## src/rtl/onb_divider.sv

```systemverilog
module onb_divider #(
    parameter int NUM_W = 48,
    parameter int DEN_W = 33,
    parameter int Q_W   = 17
) (
    input  logic             clk,
    input  logic             rst_n,
    input  logic             load,
    input  logic [NUM_W-1:0] num,
    input  logic [DEN_W-1:0] den,
    output logic             done,
    output logic [Q_W-1:0]   quo
);
    localparam int CNT_W = $clog2(NUM_W + 1);

    logic [NUM_W-1:0] num_reg;
    logic [DEN_W:0]   rem_reg;
    logic [DEN_W-1:0] den_reg;
    logic [NUM_W-1:0] q_reg;
    logic [CNT_W-1:0] cnt_reg;
    logic             busy_reg;
    logic [DEN_W:0]   trial;

    // restoring division, one quotient bit per cycle
    assign trial = {rem_reg[DEN_W-1:0], num_reg[NUM_W-1]};

    always_ff @(posedge clk or negedge rst_n)
    begin
        if (!rst_n)
        begin
            busy_reg <= 1'b0;
            done     <= 1'b0;
            cnt_reg  <= '0;
        end
        else
        begin
            done <= 1'b0;
            if (load)
            begin
                busy_reg <= 1'b1;
                cnt_reg  <= CNT_W'(NUM_W);
                num_reg  <= num;
                den_reg  <= den;
                rem_reg  <= '0;
                q_reg    <= '0;
            end
            else if (busy_reg)
            begin
                num_reg <= num_reg << 1;
                if (trial >= {1'b0, den_reg})
                begin
                    rem_reg <= trial - {1'b0, den_reg};
                    q_reg   <= {q_reg[NUM_W-2:0], 1'b1};
                end
                else
                begin
                    rem_reg <= trial;
                    q_reg   <= {q_reg[NUM_W-2:0], 1'b0};
                end
                cnt_reg <= cnt_reg - 1'b1;
                if (cnt_reg == CNT_W'(1))
                begin
                    busy_reg <= 1'b0;
                    done     <= 1'b1;
                end
            end
        end
    end

    assign quo = q_reg[Q_W-1:0];
endmodule

```

## config.mk

```make
export PLATFORM = sky130hd
export DESIGN_NAME = onb_divider
export DESIGN_NICKNAME = d
export VERILOG_FILES = /design/src/rtl/onb_divider.sv
export SDC_FILE = /design/constraint.sdc
export NUM_CORES = 1
export LEC_CHECK = 0
export ABC_AREA = 1
export BUFFER_PORTS_ARGS = -buffer_cell sky130_fd_sc_hd__buf_2
export CORE_MARGIN = 2
export CORE_UTILIZATION = 40
export CTS_BUF_LIST = sky130_fd_sc_hd__clkbuf_16
export DETAILED_ROUTE_END_ITERATION = 10
export SLEW_MARGIN = 20
export SYNTH_ARGS = -nofsm -noshare
export SYNTH_HDL_FRONTEND = slang
export SYNTH_SLANG_ARGS = --single-unit
```

## constraint.sdc

```tcl
create_clock -name clk -period 6.1 [get_ports clk]
set_input_delay 1.22 -clock clk [delete_from_list [all_inputs] [get_ports clk]]
set_output_delay 1.22 -clock clk [all_outputs]
set_load 0.02 [all_outputs]
```

==> impl_results.md <==
- Bufs and invs on worst path: 4
- Synth warnings: 0
- Critical Path Sink Type: register
- Commonest cells post-synth: 433 x nand2_1, 173 x inv_1, 131 x edfxtp_1
- Required @ worst endpoint: 6.18 ns
- Final period util: 50.0%
- R2r endpoint: rem_reg[18]$_SDFFCE_PP0P_
- Met2 Routed Length: 9380 um
- Grt total ovfl: 0
- Per-cell routed wire length: 13.8 um
- Final hold viol count: 0
- Leak: 5.08 nW
- CP arrival: 3.13 ns
- Initial DRT Pass Iterations: 5
- Die span in x: 151 um
- Layout cell share with drive strength beyond 1: 14.4%
- Final Power: 2.99 mW
- Post-CTS setup buffers: 0
- Worst hold path type: reg -> reg
- Most common cell on crit path: buf_4
- Delay-heaviest family, CP: buffers and inverters
- DR vias: 7,270
- Htree depth: 4
- Critical Path Max Stage Delay: 0.62 ns
- Critical Path Source Type: input pin
- Die Y: 151 um
- Top-count cell post-synth: nand2_1
- Design area: 10,100 um2
- Resize count post-CTS: 0
- Die area: 22,900 um2
- Hold Path Cell Cnt: 1
- Slew margin rel.: 42.9%
- R2R setup slack: 3.20 ns
- Setup_tns: 0 ns
- Global-route usage over all layers: 19.2%
- Max-slew violation count: 0
- Max cap viols: 0
- First-pass GRT wire length: 34,000 um
- R2R cell count: 13
- Syn Inst Count: 1,137
- Finished Layout Cells: 1,526
- Max reg flops: 48
- HP Start: cnt_reg[5]$_DFFE_PN0N_
- P&R area growth vs syn: 15.8%
- Maximum vdd drop: 0.159 mV
- RSZ-0062 raised after global routing: false
- # fillers: 2,130
- Area leader, netlist: edfxtp_1
- Worst-path clk slew: 0.06 ns
- Dpl cell area: 9450 um2
- Clk_lat worst skew: 0.43 ns
- Core Footprint: 21,200 um2
- Syn_nets: 1,257
- Hold WS: 0.502 ns
- Sequential share of the synthesized area: 47.6%
- Rows: 53
- Clock root cell: clkbuf_16
- Dominant synthesized flop cell: edfxtp_1
- Vias in the first global route: 6,811
- Hpwl dp: 15,100 um
- Share of the synthesized area in the top cell type: 45.3%
- Crit-path cells: buf_2, buf_4, nor2_1, buf_4, nor2_4, buf_4
- Final nets: 1,356
- Setup Crit Path Kind: in -> reg
- Initial DRC count: 553
- Status: finished, final reports clean
- M1 WL: 10,200 um
- Port buffer count: 101
- Most area-consuming cells after synthesis: edfxtp_1 45%, nand2_1 19%, inv_1 7.5%
- Worst Tran Pin Value: 0.855 ns
- Post-synth EDFFs: 131
- Num Clock Sinks: 139
- Initial antenna violation count: 5
- Power per cell area: 298 nW/um2
- Final ANT Viol Nets: 0
- Number of distinct library cells after synthesis: 38
- # IOs: 102
- Inst Count DP: 1,492
- Post-Syn Area per Cell: 7.64 um2
- Initial Util: 41.1%
- CTS tree: yes
- DRT Wirelength: 21,000 um
- Total CTS buffers: 17
- DR DRC count: 0
- CP max FO: 75
- Mapped Area: 8680 um2
- Worst Hold Path EP: cnt_reg[5]$_DFFE_PN0N_
- Final setup fails: 0
- Vias/cell: 4.76
- CTS max path bufs: 2
- Max Clock Skew: 0.0170 ns
- Top sig layer: met5
- Final Wtd Congestion: 0.899
- Slowest stage cell, crit path: buf_4
- Met3 WL post-DR: 1050 um
- Tmin final: 3.05 ns
- Critical R2R Launch: rem_reg[29]$_SDFFCE_PP0P_
- Asr flop ratio synth: 5.76%
- Fmax: 0.328 GHz
- Largest net degree at the start of global routing: 76
- Post-CTS Hold Fix Bufs: 0
- Post-synthesis register bit count: 139
[worst max-delay path by stage]
stage / end / startpoint / cells after the start / slack [ns]
global route: num_reg[19]$_DFFE_PP_ / load / 6 / 2.86
finish: num_reg[19]$_DFFE_PP_ / load / 6 / 3.05
floorplan: num_reg[0]$_SDFFCE_PN0P_ / load / 3 / 2.12
global placement: num_reg[10]$_DFFE_PP_ / load / 6 / 2.58
detailed placement: num_reg[6]$_DFFE_PP_ / load / 6 / 2.55
CTS: num_reg[19]$_DFFE_PP_ / load / 6 / 3.00
[where the power goes]
| group | switching (mW) | internal [mW] | total, mW |
|---|---|---|---|
| Clock | 0.469 | 0.585 | 1.05 |
| Sequential | 0.0475 | 1.15 | 1.20 |
| Combinational | 0.490 | 0.254 | 0.744 |
| Total | 1.01 | 1.99 | 2.99 |
[cells by family (layout without fill, tap and decap cells)]
| family | Yosys count | count (layout) | share of synthesized area, % |
|---|---|---|---|
| fa+ha+maj | 36 | 36 | 5.27 |
| compound gates | 101 | 101 | 6.74 |
| flops | 139 | 139 | 47.6 |
| other cells | 0 | 2 | 0 |
| simple gates | 647 | 647 | 30.7 |
| buf+inv | 214 | 326 | 9.70 |
[stage by stage]
step,setup WS [ns],util (%)
CTS,3.00,47.5
global placement,2.58,44.7
global route,2.86,47.5
finish,3.05,47.5
detailed placement,2.55,44.7
floorplan,2.12,-
[final cells by class]
type	instances	area (um2)	share of cell area, %
sequential	139	4130	41.1
inverter	186	698	6.94
antenna	2	5.00	0.0498
tap	275	344	3.42
clock inverter	15	174	1.73
timing repair buffer	108	558	5.55
multi-input combinational	784	3720	37.0
clock buffer	17	425	4.23
[placed cells by master (no fill, tap or decap), types with 4 or more instances in the layout]
master / n
nor2_1: 102
inv_8: 5
o22ai_1: 15
nand3b_1: 4
clkbuf_16: 17
buf_2: 101
o21bai_1: 6
dfrtp_1: 8
inv_1: 173
buf_4: 7
nor3_1: 5
edfxtp_1: 131
nand2_2: 9
nor2_2: 9
nand3_1: 63
a21oi_1: 42
o21ai_0: 22
inv_2: 11
nand2_1: 433
nand4_1: 10
a21boi_1: 6
ha_1: 35
[per-layer routing]
layer  up-vias  global-route usage, %
met4         6                   5.56
met2       159                   30.1
met5         -                      0
li1       3816                      -
met3        31                   4.70
met1      3258                   26.5
Power figures use the tool's default switching activity.
